## config.mk

```make
export PLATFORM = sky130hd
export DESIGN_NAME = constant_speed_waypoint_stepper_top_flat
export DESIGN_NICKNAME = d
export VERILOG_FILES = /design/src/hw/rtl/cswp_pkg.sv /design/src/hw/rtl/cswp_if.sv /design/src/hw/rtl/cswp_step_len.sv /design/src/hw/rtl/constant_speed_waypoint_stepper_top.sv /design/src/flat_wrapper.sv
export SDC_FILE = /design/constraint.sdc
export NUM_CORES = 2
export LEC_CHECK = 0
export BUFFER_PORTS_ARGS = -buffer_cell sky130_fd_sc_hd__buf_2
export CAP_MARGIN = 20
export CORE_MARGIN = 3
export CORE_UTILIZATION = 70
export DETAILED_ROUTE_END_ITERATION = 6
export HOLD_SLACK_MARGIN = 0.1
export PLACE_DENSITY = 0.89
export SETUP_SLACK_MARGIN = 0.02
export SKIP_CTS_REPAIR_TIMING = 1
export SLEW_MARGIN = 20
export SYNTH_ARGS = -nofsm -noshare
export SYNTH_HDL_FRONTEND = slang
export SYNTH_SLANG_ARGS = --single-unit
```

## constraint.sdc

```tcl
create_clock -name clk -period 21.9 [get_ports clk]
set_clock_uncertainty 0.15 [all_clocks]
set_input_delay 2.19 -clock clk [delete_from_list [all_inputs] [get_ports clk]]
set_output_delay 2.19 -clock clk [all_outputs]
set_load 0.01 [all_outputs]
```

## src/hw/rtl/cswp_pkg.sv

```systemverilog
// Shared constants, types and the sequencer program of the waypoint stepper.
package cswp_pkg;

  localparam int POS_W    = 32;
  localparam int DW       = 36;
  localparam int SPD_W    = 12;
  localparam int KIND_W   = 2;
  localparam int SPEEDU_W = 15;
  localparam int STEP_W   = 18;
  localparam int NUM_W    = 25;
  localparam int RECIP_K  = 25;
  localparam int RECIP_W  = 19;
  localparam int RECIP_M  = (1 << RECIP_K) / 100;
  localparam int GAIN_W   = 16;
  localparam int GAIN_INV = 39797;
  localparam int CFG_AW   = 5;
  localparam int REG_IDX_W = 3;
  localparam int PC_W     = 3;
  localparam int UC_DEPTH = 8;

  localparam logic [KIND_W-1:0] KIND_MISSILE  = 2'd0;
  localparam logic [KIND_W-1:0] KIND_AIRCRAFT = 2'd1;
  localparam logic [KIND_W-1:0] KIND_NONE     = 2'd2;

  localparam logic [SPD_W-1:0] MIS_REQ_LO = 12'd256;
  localparam logic [SPD_W-1:0] MIS_REQ_HI = 12'd2560;
  localparam logic [SPD_W-1:0] AIR_REQ_LO = 12'd25;
  localparam logic [SPD_W-1:0] AIR_REQ_HI = 12'd256;

  localparam logic [SPEEDU_W-1:0] SPEED_AIR_MIN = 15'd256;
  localparam logic [SPEEDU_W-1:0] SPEED_MACH1   = 15'd2560;
  localparam logic [SPEEDU_W-1:0] SPEED_MACH10  = 15'd25600;
  localparam logic [SPEEDU_W-1:0] SPEED_SCALE   = 15'd10;

  localparam logic [REG_IDX_W-1:0] REG_START_X  = 3'd0;
  localparam logic [REG_IDX_W-1:0] REG_START_Y  = 3'd1;
  localparam logic [REG_IDX_W-1:0] REG_TARGET_X = 3'd2;
  localparam logic [REG_IDX_W-1:0] REG_TARGET_Y = 3'd3;
  localparam logic [REG_IDX_W-1:0] REG_KIND     = 3'd4;
  localparam logic [REG_IDX_W-1:0] REG_SPEED    = 3'd5;

  typedef logic [PC_W-1:0] pc_t;

  typedef enum logic [2:0] {
    OP_WAIT    = 3'd0,
    OP_DIFF    = 3'd1,
    OP_VEC     = 3'd2,
    OP_ROTINIT = 3'd3,
    OP_ROT     = 3'd4,
    OP_UPD     = 3'd5,
    OP_LOAD    = 3'd6,
    OP_EMIT    = 3'd7
  } op_t;

  typedef enum logic [2:0] {
    C_NEXT    = 3'd0,
    C_GOTO    = 3'd1,
    C_ACCEPT  = 3'd2,
    C_LOOP    = 3'd3,
    C_OUTFREE = 3'd4
  } cond_t;

  typedef struct packed {
    op_t   op;
    cond_t cond;
    pc_t   target;
  } ctrl_word_t;

  localparam pc_t PC_WAIT = 3'd0;
  localparam pc_t PC_NONE = 3'd0;
  localparam pc_t PC_LOAD = 3'd6;
  localparam pc_t PC_EMIT = 3'd7;

  localparam ctrl_word_t UCODE [UC_DEPTH] = '{
    '{OP_WAIT,    C_ACCEPT,  PC_LOAD},
    '{OP_DIFF,    C_NEXT,    PC_NONE},
    '{OP_VEC,     C_LOOP,    PC_NONE},
    '{OP_ROTINIT, C_NEXT,    PC_NONE},
    '{OP_ROT,     C_LOOP,    PC_NONE},
    '{OP_UPD,     C_GOTO,    PC_EMIT},
    '{OP_LOAD,    C_NEXT,    PC_NONE},
    '{OP_EMIT,    C_OUTFREE, PC_WAIT}
  };

  function automatic logic [POS_W-1:0] sat_pos(input logic signed [DW:0] v);
    if ((&v[DW:POS_W-1]) || !(|v[DW:POS_W-1])) begin
      return v[POS_W-1:0];
    end else if (v[DW]) begin
      return {1'b1, {(POS_W-1){1'b0}}};
    end else begin
      return {1'b0, {(POS_W-1){1'b1}}};
    end
  endfunction

endpackage

```

## src/hw/rtl/cswp_if.sv

```systemverilog
// Stream interfaces for the stepper's item and result channels.
interface cswp_in_if;
  import cswp_pkg::*;
  logic valid;
  logic ready;
  logic restart;
  modport source (output valid, output restart, input ready);
  modport sink (input valid, input restart, output ready);
endinterface

interface cswp_out_if;
  import cswp_pkg::*;
  logic                    valid;
  logic                    ready;
  logic signed [POS_W-1:0] pos_x;
  logic signed [POS_W-1:0] pos_y;
  modport source (output valid, output pos_x, output pos_y, input ready);
  modport sink (input valid, input pos_x, input pos_y, output ready);
endinterface

```

## src/hw/rtl/cswp_step_len.sv

```systemverilog
// Registered pipeline that turns threat kind and Mach request into step length.
module cswp_step_len import cswp_pkg::*; #(
  parameter int SOUND_SPEED = 340
) (
  input  logic              clk,
  input  logic [KIND_W-1:0] kind,
  input  logic [SPD_W-1:0]  req_speed,
  output logic [STEP_W-1:0] step_len,
  output logic [STEP_W-1:0] step_scaled
);

  logic [SPEEDU_W-1:0]        speed_r, speed_nxt;
  logic [NUM_W-1:0]           num_r, num_nxt;
  logic [NUM_W-1:0]           num_d_r;
  logic [STEP_W-1:0]          est_r, est_nxt;
  logic [STEP_W-1:0]          step_r, step_nxt;
  logic [STEP_W-1:0]          scaled_r, scaled_nxt;
  logic [NUM_W+RECIP_W-1:0]   recip_prod;
  logic [NUM_W-1:0]           est_back;
  logic [NUM_W-1:0]           rem;
  logic [STEP_W+GAIN_W-1:0]   gain_prod;

  always_comb begin
    speed_nxt = '0;
    case (kind)
      KIND_MISSILE: begin
        if (req_speed <= MIS_REQ_LO) begin
          speed_nxt = SPEED_MACH1;
        end else if (req_speed > MIS_REQ_HI) begin
          speed_nxt = SPEED_MACH10;
        end else begin
          speed_nxt = SPEEDU_W'(req_speed) * SPEED_SCALE;
        end
      end
      KIND_AIRCRAFT: begin
        if (req_speed <= AIR_REQ_LO) begin
          speed_nxt = SPEED_AIR_MIN;
        end else if (req_speed > AIR_REQ_HI) begin
          speed_nxt = SPEED_MACH1;
        end else begin
          speed_nxt = SPEEDU_W'(req_speed) * SPEED_SCALE;
        end
      end
      default: speed_nxt = '0;
    endcase
  end

  assign num_nxt    = NUM_W'(32'(speed_r) * 32'(SOUND_SPEED) + 32'd50);
  assign recip_prod = (NUM_W+RECIP_W)'(num_r) * (NUM_W+RECIP_W)'(RECIP_M);
  assign est_nxt    = STEP_W'(recip_prod >> RECIP_K);
  assign est_back   = NUM_W'(est_r) * NUM_W'(100);
  assign rem        = num_d_r - est_back;
  assign step_nxt   = est_r + STEP_W'(rem >= NUM_W'(100));
  assign gain_prod  = (STEP_W+GAIN_W)'(step_r) * (STEP_W+GAIN_W)'(GAIN_INV);
  assign scaled_nxt = STEP_W'(gain_prod >> GAIN_W);

  always_ff @(posedge clk) begin
    speed_r  <= speed_nxt;
    num_r    <= num_nxt;
    num_d_r  <= num_r;
    est_r    <= est_nxt;
    step_r   <= step_nxt;
    scaled_r <= scaled_nxt;
  end

  assign step_len    = step_r;
  assign step_scaled = scaled_r;

endmodule

```

## src/hw/rtl/constant_speed_waypoint_stepper_top.sv

```systemverilog
// Top level of the constant-speed waypoint stepper.
// The block steps a point towards a configured target once per input item.
// Input channel in_ch carries one bit, restart: 1 reloads the start position,
// 0 advances one 0.1 s tick at the clamped Mach speed towards the target.
// Each item yields exactly one result on out_ch: the new position (Q24.8).
// A small microcode sequencer drives one shared CORDIC datapath: a vectoring
// pass finds the direction, a rotation pass turns the step length onto it.
// An advance runs the difference, vectoring loop, rotation setup, rotation
// loop, update and emit steps, making two passes through the one CORDIC
// stage; a restart only reloads and emits. One item is in work at a time;
// a finished result waits in the output register while the next item is
// accepted. If the receiver stalls, a second result waits in the final step
// until the output register frees, and no further item is accepted meanwhile.
// Reset clears the position to the origin, the registers to their reset values
// and the output valid flag. Kind and speed act via cswp_step_len's registers.
// Register writes over the APB port must be made while the block idles.
module constant_speed_waypoint_stepper_top import cswp_pkg::*; #(
  parameter int SOUND_SPEED  = 340,
  parameter int CORDIC_STEPS = 16
) (
  input  logic              clk,
  input  logic              rst_n,
  cswp_in_if.sink           in_ch,
  cswp_out_if.source        out_ch,
  input  logic              psel,
  input  logic              penable,
  input  logic              pwrite,
  input  logic [CFG_AW-1:0] paddr,
  input  logic [31:0]       pwdata,
  output logic [31:0]       prdata,
  output logic              pready
);

  localparam int IW = $clog2(CORDIC_STEPS);

  logic [POS_W-1:0]  start_x_r, start_y_r, tgt_x_r, tgt_y_r;
  logic [KIND_W-1:0] kind_r;
  logic [SPD_W-1:0]  speed_r;
  logic              cfg_wr;

  logic [STEP_W-1:0] step_len, step_scaled;

  pc_t                     pc_r, pc_nxt;
  ctrl_word_t              cw;
  logic [IW-1:0]           i_r, i_nxt;
  logic                    flip_r, flip_nxt;
  logic                    zero_r, zero_nxt;
  logic [CORDIC_STEPS-1:0] signs_r, signs_nxt;
  logic signed [DW-1:0]    x_r, x_nxt, y_r, y_nxt;
  logic [POS_W-1:0]        cur_x_r, cur_x_nxt, cur_y_r, cur_y_nxt;
  logic                    out_valid_r, out_valid_nxt;
  logic [POS_W-1:0]        out_x_r, out_x_nxt, out_y_r, out_y_nxt;

  logic                    in_acc, out_free, last_i;
  logic signed [POS_W:0]   dx, dy;
  logic signed [DW-1:0]    dx_e, dy_e, xs, ys, mx, my;

  assign pready = 1'b1;
  assign cfg_wr = psel && penable && pwrite;

  always_ff @(posedge clk) begin
    if (!rst_n) begin
      start_x_r <= '0;
      start_y_r <= '0;
      tgt_x_r   <= '0;
      tgt_y_r   <= '0;
      kind_r    <= KIND_NONE;
      speed_r   <= '0;
    end else if (cfg_wr) begin
      case (paddr[CFG_AW-1:2])
        REG_START_X:  start_x_r <= pwdata;
        REG_START_Y:  start_y_r <= pwdata;
        REG_TARGET_X: tgt_x_r   <= pwdata;
        REG_TARGET_Y: tgt_y_r   <= pwdata;
        REG_KIND:     kind_r    <= pwdata[KIND_W-1:0];
        REG_SPEED:    speed_r   <= pwdata[SPD_W-1:0];
        default: ;
      endcase
    end
  end

  always_comb begin
    case (paddr[CFG_AW-1:2])
      REG_START_X:  prdata = start_x_r;
      REG_START_Y:  prdata = start_y_r;
      REG_TARGET_X: prdata = tgt_x_r;
      REG_TARGET_Y: prdata = tgt_y_r;
      REG_KIND:     prdata = 32'(kind_r);
      REG_SPEED:    prdata = 32'(speed_r);
      default:      prdata = '0;
    endcase
  end

  cswp_step_len #(.SOUND_SPEED(SOUND_SPEED)) u_step_len (
    .clk         (clk),
    .kind        (kind_r),
    .req_speed   (speed_r),
    .step_len    (step_len),
    .step_scaled (step_scaled)
  );

  assign cw           = UCODE[pc_r];
  assign in_ch.ready  = (cw.op == OP_WAIT);
  assign in_acc       = in_ch.valid && in_ch.ready;
  assign out_free     = !out_valid_r || out_ch.ready;
  assign last_i       = (i_r == IW'(CORDIC_STEPS - 1));

  always_comb begin
    case (cw.cond)
      C_NEXT:    pc_nxt = pc_r + 1'b1;
      C_GOTO:    pc_nxt = cw.target;
      C_ACCEPT:  pc_nxt = !in_acc ? pc_r : (in_ch.restart ? cw.target : pc_r + 1'b1);
      C_LOOP:    pc_nxt = last_i ? pc_r + 1'b1 : pc_r;
      C_OUTFREE: pc_nxt = out_free ? cw.target : pc_r;
      default:   pc_nxt = PC_WAIT;
    endcase
  end

  assign dx   = $signed({tgt_x_r[POS_W-1], tgt_x_r}) - $signed({cur_x_r[POS_W-1], cur_x_r});
  assign dy   = $signed({tgt_y_r[POS_W-1], tgt_y_r}) - $signed({cur_y_r[POS_W-1], cur_y_r});
  assign dx_e = DW'(dx);
  assign dy_e = DW'(dy);
  assign xs   = x_r >>> i_r;
  assign ys   = y_r >>> i_r;

  always_comb begin
    if (zero_r) begin
      mx = $signed(DW'(step_len));
      my = '0;
    end else if (flip_r) begin
      mx = -x_r;
      my = -y_r;
    end else begin
      mx = x_r;
      my = y_r;
    end
  end

  always_comb begin
    i_nxt         = i_r;
    flip_nxt      = flip_r;
    zero_nxt      = zero_r;
    signs_nxt     = signs_r;
    x_nxt         = x_r;
    y_nxt         = y_r;
    cur_x_nxt     = cur_x_r;
    cur_y_nxt     = cur_y_r;
    out_x_nxt     = out_x_r;
    out_y_nxt     = out_y_r;
    out_valid_nxt = out_valid_r && !out_ch.ready;
    case (cw.op)
      OP_DIFF: begin
        flip_nxt = dx[POS_W];
        zero_nxt = (dx == '0) && (dy == '0);
        x_nxt    = dx[POS_W] ? -dx_e : dx_e;
        y_nxt    = dx[POS_W] ? -dy_e : dy_e;
        i_nxt    = '0;
      end
      OP_VEC: begin
        if (!y_r[DW-1]) begin
          x_nxt          = x_r + ys;
          y_nxt          = y_r - xs;
          signs_nxt[i_r] = 1'b1;
        end else begin
          x_nxt          = x_r - ys;
          y_nxt          = y_r + xs;
          signs_nxt[i_r] = 1'b0;
        end
        i_nxt = i_r + 1'b1;
      end
      OP_ROTINIT: begin
        x_nxt = $signed(DW'(step_scaled));
        y_nxt = '0;
        i_nxt = '0;
      end
      OP_ROT: begin
        if (signs_r[i_r]) begin
          x_nxt = x_r - ys;
          y_nxt = y_r + xs;
        end else begin
          x_nxt = x_r + ys;
          y_nxt = y_r - xs;
        end
        i_nxt = i_r + 1'b1;
      end
      OP_UPD: begin
        cur_x_nxt = sat_pos((DW+1)'($signed(cur_x_r)) + (DW+1)'(mx));
        cur_y_nxt = sat_pos((DW+1)'($signed(cur_y_r)) + (DW+1)'(my));
      end
      OP_LOAD: begin
        cur_x_nxt = start_x_r;
        cur_y_nxt = start_y_r;
      end
      OP_EMIT: begin
        if (out_free) begin
          out_x_nxt     = cur_x_r;
          out_y_nxt     = cur_y_r;
          out_valid_nxt = 1'b1;
        end
      end
      default: ;
    endcase
  end

  always_ff @(posedge clk) begin
    if (!rst_n) begin
      pc_r        <= PC_WAIT;
      out_valid_r <= 1'b0;
      cur_x_r     <= '0;
      cur_y_r     <= '0;
    end else begin
      pc_r        <= pc_nxt;
      out_valid_r <= out_valid_nxt;
      cur_x_r     <= cur_x_nxt;
      cur_y_r     <= cur_y_nxt;
    end
  end

  always_ff @(posedge clk) begin
    i_r     <= i_nxt;
    flip_r  <= flip_nxt;
    zero_r  <= zero_nxt;
    signs_r <= signs_nxt;
    x_r     <= x_nxt;
    y_r     <= y_nxt;
    out_x_r <= out_x_nxt;
    out_y_r <= out_y_nxt;
  end

  assign out_ch.valid = out_valid_r;
  assign out_ch.pos_x = out_x_r;
  assign out_ch.pos_y = out_y_r;

endmodule

```

## src/flat_wrapper.sv

```systemverilog
// flat-port wrapper written by rule: the top's interface ports become plain ports
module constant_speed_waypoint_stepper_top_flat import cswp_pkg::*;
#(
  parameter int SOUND_SPEED  = 340,
  parameter int CORDIC_STEPS = 16
)
  (clk, rst_n, psel, penable, pwrite, paddr, pwdata, prdata, pready, in_ch_valid, in_ch_restart, in_ch_ready, out_ch_valid, out_ch_pos_x, out_ch_pos_y, out_ch_ready);
  cswp_in_if in_ch_i ();
  cswp_out_if out_ch_i ();
  input  logic clk;
  input  logic rst_n;
  input  logic psel;
  input  logic penable;
  input  logic pwrite;
  input  logic [CFG_AW-1:0] paddr;
  input  logic [31:0] pwdata;
  output logic [31:0] prdata;
  output logic pready;
  input wire logic [$bits(in_ch_i.valid)-1:0] in_ch_valid;
  input wire logic [$bits(in_ch_i.restart)-1:0] in_ch_restart;
  output wire logic [$bits(in_ch_i.ready)-1:0] in_ch_ready;
  output wire logic [$bits(out_ch_i.valid)-1:0] out_ch_valid;
  output wire logic [$bits(out_ch_i.pos_x)-1:0] out_ch_pos_x;
  output wire logic [$bits(out_ch_i.pos_y)-1:0] out_ch_pos_y;
  input wire logic [$bits(out_ch_i.ready)-1:0] out_ch_ready;
  assign in_ch_i.valid = in_ch_valid;
  assign in_ch_i.restart = in_ch_restart;
  assign in_ch_ready = in_ch_i.ready;
  assign out_ch_valid = out_ch_i.valid;
  assign out_ch_pos_x = out_ch_i.pos_x;
  assign out_ch_pos_y = out_ch_i.pos_y;
  assign out_ch_i.ready = out_ch_ready;
  constant_speed_waypoint_stepper_top #(.SOUND_SPEED(SOUND_SPEED), .CORDIC_STEPS(CORDIC_STEPS)) u_core (.clk(clk), .rst_n(rst_n), .in_ch(in_ch_i), .out_ch(out_ch_i), .psel(psel), .penable(penable), .pwrite(pwrite), .paddr(paddr), .pwdata(pwdata), .prdata(prdata), .pready(pready));
endmodule
```

==> flow_metrics.env <==
export IMPL_status="finished, violations left"
export IMPL_violations="DRC"
export IMPL_drt_iter0_markers=6044
export IMPL_min_to="u_core.u_step_len.num_r[3]"
export IMPL_place_area_sq_um=57700
export IMPL_yosysWarningCount=0
export IMPL_drive_above_1_share_pct=6.984
export IMPL_hold_violations=0
export IMPL_syn_area_sq_um=56270
export IMPL_die_w_microns=289.5
export IMPL_synth_fp_nets=7817
export IMPL_worstSetupPathType="reg2reg"
export IMPL_min_path_cells=0
export IMPL_grt_usage_pct=43.66
export IMPL_slew_viol_final=0
export IMPL_dieArea_sq_um=83820
export IMPL_synth_distinct_cells=96
export IMPL_r2r_end="u_core.u_step_len.step_scaled[15]"
export IMPL_clk_pin_slew_ns=0.06
export IMPL_hpwlAfterDp_mm=143.2
export IMPL_clkLatencyLatePin_ns=0.66
export IMPL_htreeDepth=2
export IMPL_p_per_area_nw_per_um2=152.6
export IMPL_ys_seq_area_share_pct=19.89
export IMPL_worst_slew_pin_slew_ns=1.134
export IMPL_maxSlewHeadroom_pct=24.10
export IMPL_antenna_left=0
export IMPL_cts_tree="done"
export IMPL_antenna_found_initial=7
export IMPL_synth_ff_type="dfxtp_1"
export IMPL_place_gp_congestion=1.012
export IMPL_synth_edff_count=158
export IMPL_fin_crit_sh_pct=36.76
export IMPL_crit_slowest_cell="dfxtp_1"
export IMPL_critPathLaunchType="register"
export IMPL_via_per_inst=6.763
export IMPL_min_path_type="reg2reg"
export IMPL_cp_required_ns=22.27
export IMPL_clk_path_buf_depth=3
export IMPL_final_cell_area_sq_um=59720
export IMPL_crit_top_cell="fa_1"
export IMPL_row_count=103
export IMPL_cp_startpoint="u_core.u_step_len.step_len[7]"
export IMPL_wl_per_cell_microns=23.91
export IMPL_grt_overflow_total=0
export IMPL_mostFrequentLayoutCells="inv_1 (758), ha_1 (747), nand2_1 (741)"
export IMPL_setup_viol=0
export IMPL_critPathBufInv=2
export IMPL_dp_slack_ns=13.97
export IMPL_r2r_start="u_core.u_step_len.step_len[7]"
export IMPL_start_util_pct=70.99
export IMPL_cts_buffers=56
export IMPL_fin_crit_ns=8.051
export IMPL_max_stage_delay_ns=0.80
export IMPL_worst_hold_startpoint="u_core.u_step_len.speed_r[1]"
export IMPL_vdd_drop_max_mv=0.1179
export IMPL_r2r_cells=21
export IMPL_final_cells=7783
export IMPL_r2r_slack_ns=13.85
export IMPL_path_depth=21
export IMPL_grt_pass1_wl_mm=285.2
export IMPL_rsz0062_at_grt="false"
export IMPL_cts_num_sinks=480
export IMPL_nNetsFinal=7787
export IMPL_cts_root_buf="clkbuf_16"
export IMPL_dieHeight_microns=289.5
export IMPL_vias=52640
export IMPL_ys_seq_elements=480
export IMPL_synthArstFlopShare_pct=0
export IMPL_remaining_drc_errors=7
export IMPL_p_leak_uw=0.02826
export IMPL_place_inst=7673
export IMPL_fill_cells=5723
export IMPL_port_buffers=140
export IMPL_synth_area_per_cell_sq_um=8.383
export IMPL_final_util_pct=75.35
export IMPL_maxCapViolations=0
export IMPL_drt_pass1_iter_count=7
export IMPL_timing_setup_tns_ns=0
export IMPL_setup_ws_ns=13.85
export IMPL_worst_path_dominant_cell_family="adder cells"
export IMPL_worstPathArrival_ns=8.42
export IMPL_coreArea_sq_um=79260
export IMPL_io_pins=144
export IMPL_cp_end_kind="register"
export IMPL_wirelength_mm=186.1
export IMPL_critical_path_cell_chain="fa_1 > fa_1 > inv_1 > fa_1 > fa_1 > inv_1 > fa_1 > fa_1 > ha_1 > a21o_1 > a21o_1 > a21o_1 > o21a_1 > a311o_1 > o31ai_1 > a21oi_1 > a41o_1 > or4_1 > a31oi_1 > o21bai_1 > xor2_1"
export IMPL_syn_inst=6712
export IMPL_area_growth_pct=6.135
export IMPL_critPathMaxFanout=9
export IMPL_grt_pass1_vias=50490
export IMPL_mostFrequentLayoutCell="inv_1"
export IMPL_max_freq_mhz=124.2
export IMPL_grt_max_degree=90
flip-flops by register name, indices dropped and copies added, names as in the netlist, named ones only:
register	cells
u_core.u_step_len.speed_r	14
u_core.start_y_r	32
u_core.start_x_r	32
u_core.u_step_len.num_d_r	22
u_core.zero_r	1
u_core.u_step_len.step_scaled	18
u_core.out_ch.valid	1
u_core.cur_x_r	32
u_core.cur_y_r	32
u_core.u_step_len.est_r	18
u_core.i_r	4
u_core.out_ch.pos_x	32
u_core.kind_r	2
u_core.pc_r	3
u_core.flip_r	1
u_core.x_r	36
u_core.u_step_len.num_r	22
u_core.tgt_y_r	32
u_core.y_r	36
u_core.u_step_len.step_len	18
u_core.tgt_x_r	32
u_core.speed_r	12
u_core.out_ch.pos_y	32
synthesized netlist by cell type (58+ instances only):
cell | instances | share of area, %
nor3_1 | 89 | 0.79
a22oi_1 | 62 | 0.83
a21oi_1 | 419 | 3.7
clkbuf_1 | 243 | 1.6
o22ai_1 | 62 | 0.69
xnor2_1 | 207 | 3.2
dfxtp_1 | 322 | 11
xor2_1 | 142 | 2.2
o221ai_1 | 89 | 1.4
mux2i_1 | 66 | 1.2
o21a_1 | 65 | 0.87
nor2b_1 | 61 | 0.68
nand2_1 | 742 | 4.9
nor2_1 | 448 | 3.0
a21o_1 | 133 | 1.8
a21boi_0 | 153 | 2.0
o21ai_0 | 344 | 3.1
fa_1 | 313 | 11
inv_1 | 758 | 5.1
ha_1 | 747 | 17
nand3_1 | 95 | 0.85
o21bai_1 | 65 | 0.87
nand2b_1 | 70 | 0.78
edfxtp_1 | 158 | 8.4
a31oi_1 | 58 | 0.64
worst max-delay path by stage:
stage               slack (ns)                                 to
floorplan                15.04  u_core.u_step_len.step_scaled[15]
global placement         14.20  u_core.u_step_len.step_scaled[15]
detailed placement       13.97  u_core.u_step_len.step_scaled[15]
CTS                      13.94  u_core.u_step_len.step_scaled[15]
global route             13.51  u_core.u_step_len.step_scaled[17]
finish                   13.85  u_core.u_step_len.step_scaled[15]
power breakdown:
group	switching [uW]	internal [uW]	leakage [uW]
clock	441	579	0.000962
sequential	299	1180	0.00409
combinational	4270	2350	0.0232
kinds of logic (layout without fill, tap and decap cells):
| group | after synthesis | after routing | synth area share [%] |
|---|---|---|---|
| AO/OA/AOI/OAI | 1833 | 1833 | 21.83 |
| XOR/XNOR | 349 | 349 | 5.433 |
| adder cells (fa/ha/maj) | 1060 | 1060 | 27.75 |
| buffers and inverters | 1038 | 1056 | 6.962 |
| flip-flops | 480 | 480 | 19.89 |
| multiplexers | 135 | 135 | 3.396 |
| other | 1 | 4 | 0.006665 |
| AND/OR/NAND/NOR | 1816 | 1816 | 14.74 |
metrics by stage:
| step | hold slack [ns] | total power [uW] |
|---|---|---|
| after floorplan | 0.1845 | 5935 |
| after global placement | 0.2373 | 7621 |
| after detailed placement | 0.2531 | 7731 |
| after CTS | 0.2624 | 8784 |
| after global routing | 0.2656 | 9606 |
| final | 0.2594 | 9115 |
layer usage:
metal | track usage, % | vias to the layer above | wire [microns]
li1 | - | 23620 | -
met1 | 57.56 | 25070 | 71330
met2 | 66.76 | 3259 | 80270
met3 | 11.92 | 680 | 23420
met4 | 20.47 | 10 | 10930
met5 | 0.9302 | - | 155
cell type report:
class / instances / area [sq um] / area share (%)
Sequential cell: 480 / 11190 / 18.74
Clock buffer: 70 / 1545 / 2.588
Multi-Input combinational cell: 5194 / 41280 / 69.13
Antenna cell: 3 / 7.507 / 0.01257
Timing Repair Buffer: 188 / 1084 / 1.814
Inverter: 762 / 2860 / 4.790
Clock inverter: 36 / 435.4 / 0.7291
Tap cell: 1050 / 1314 / 2.200
(Power assumes the default switching activity.)
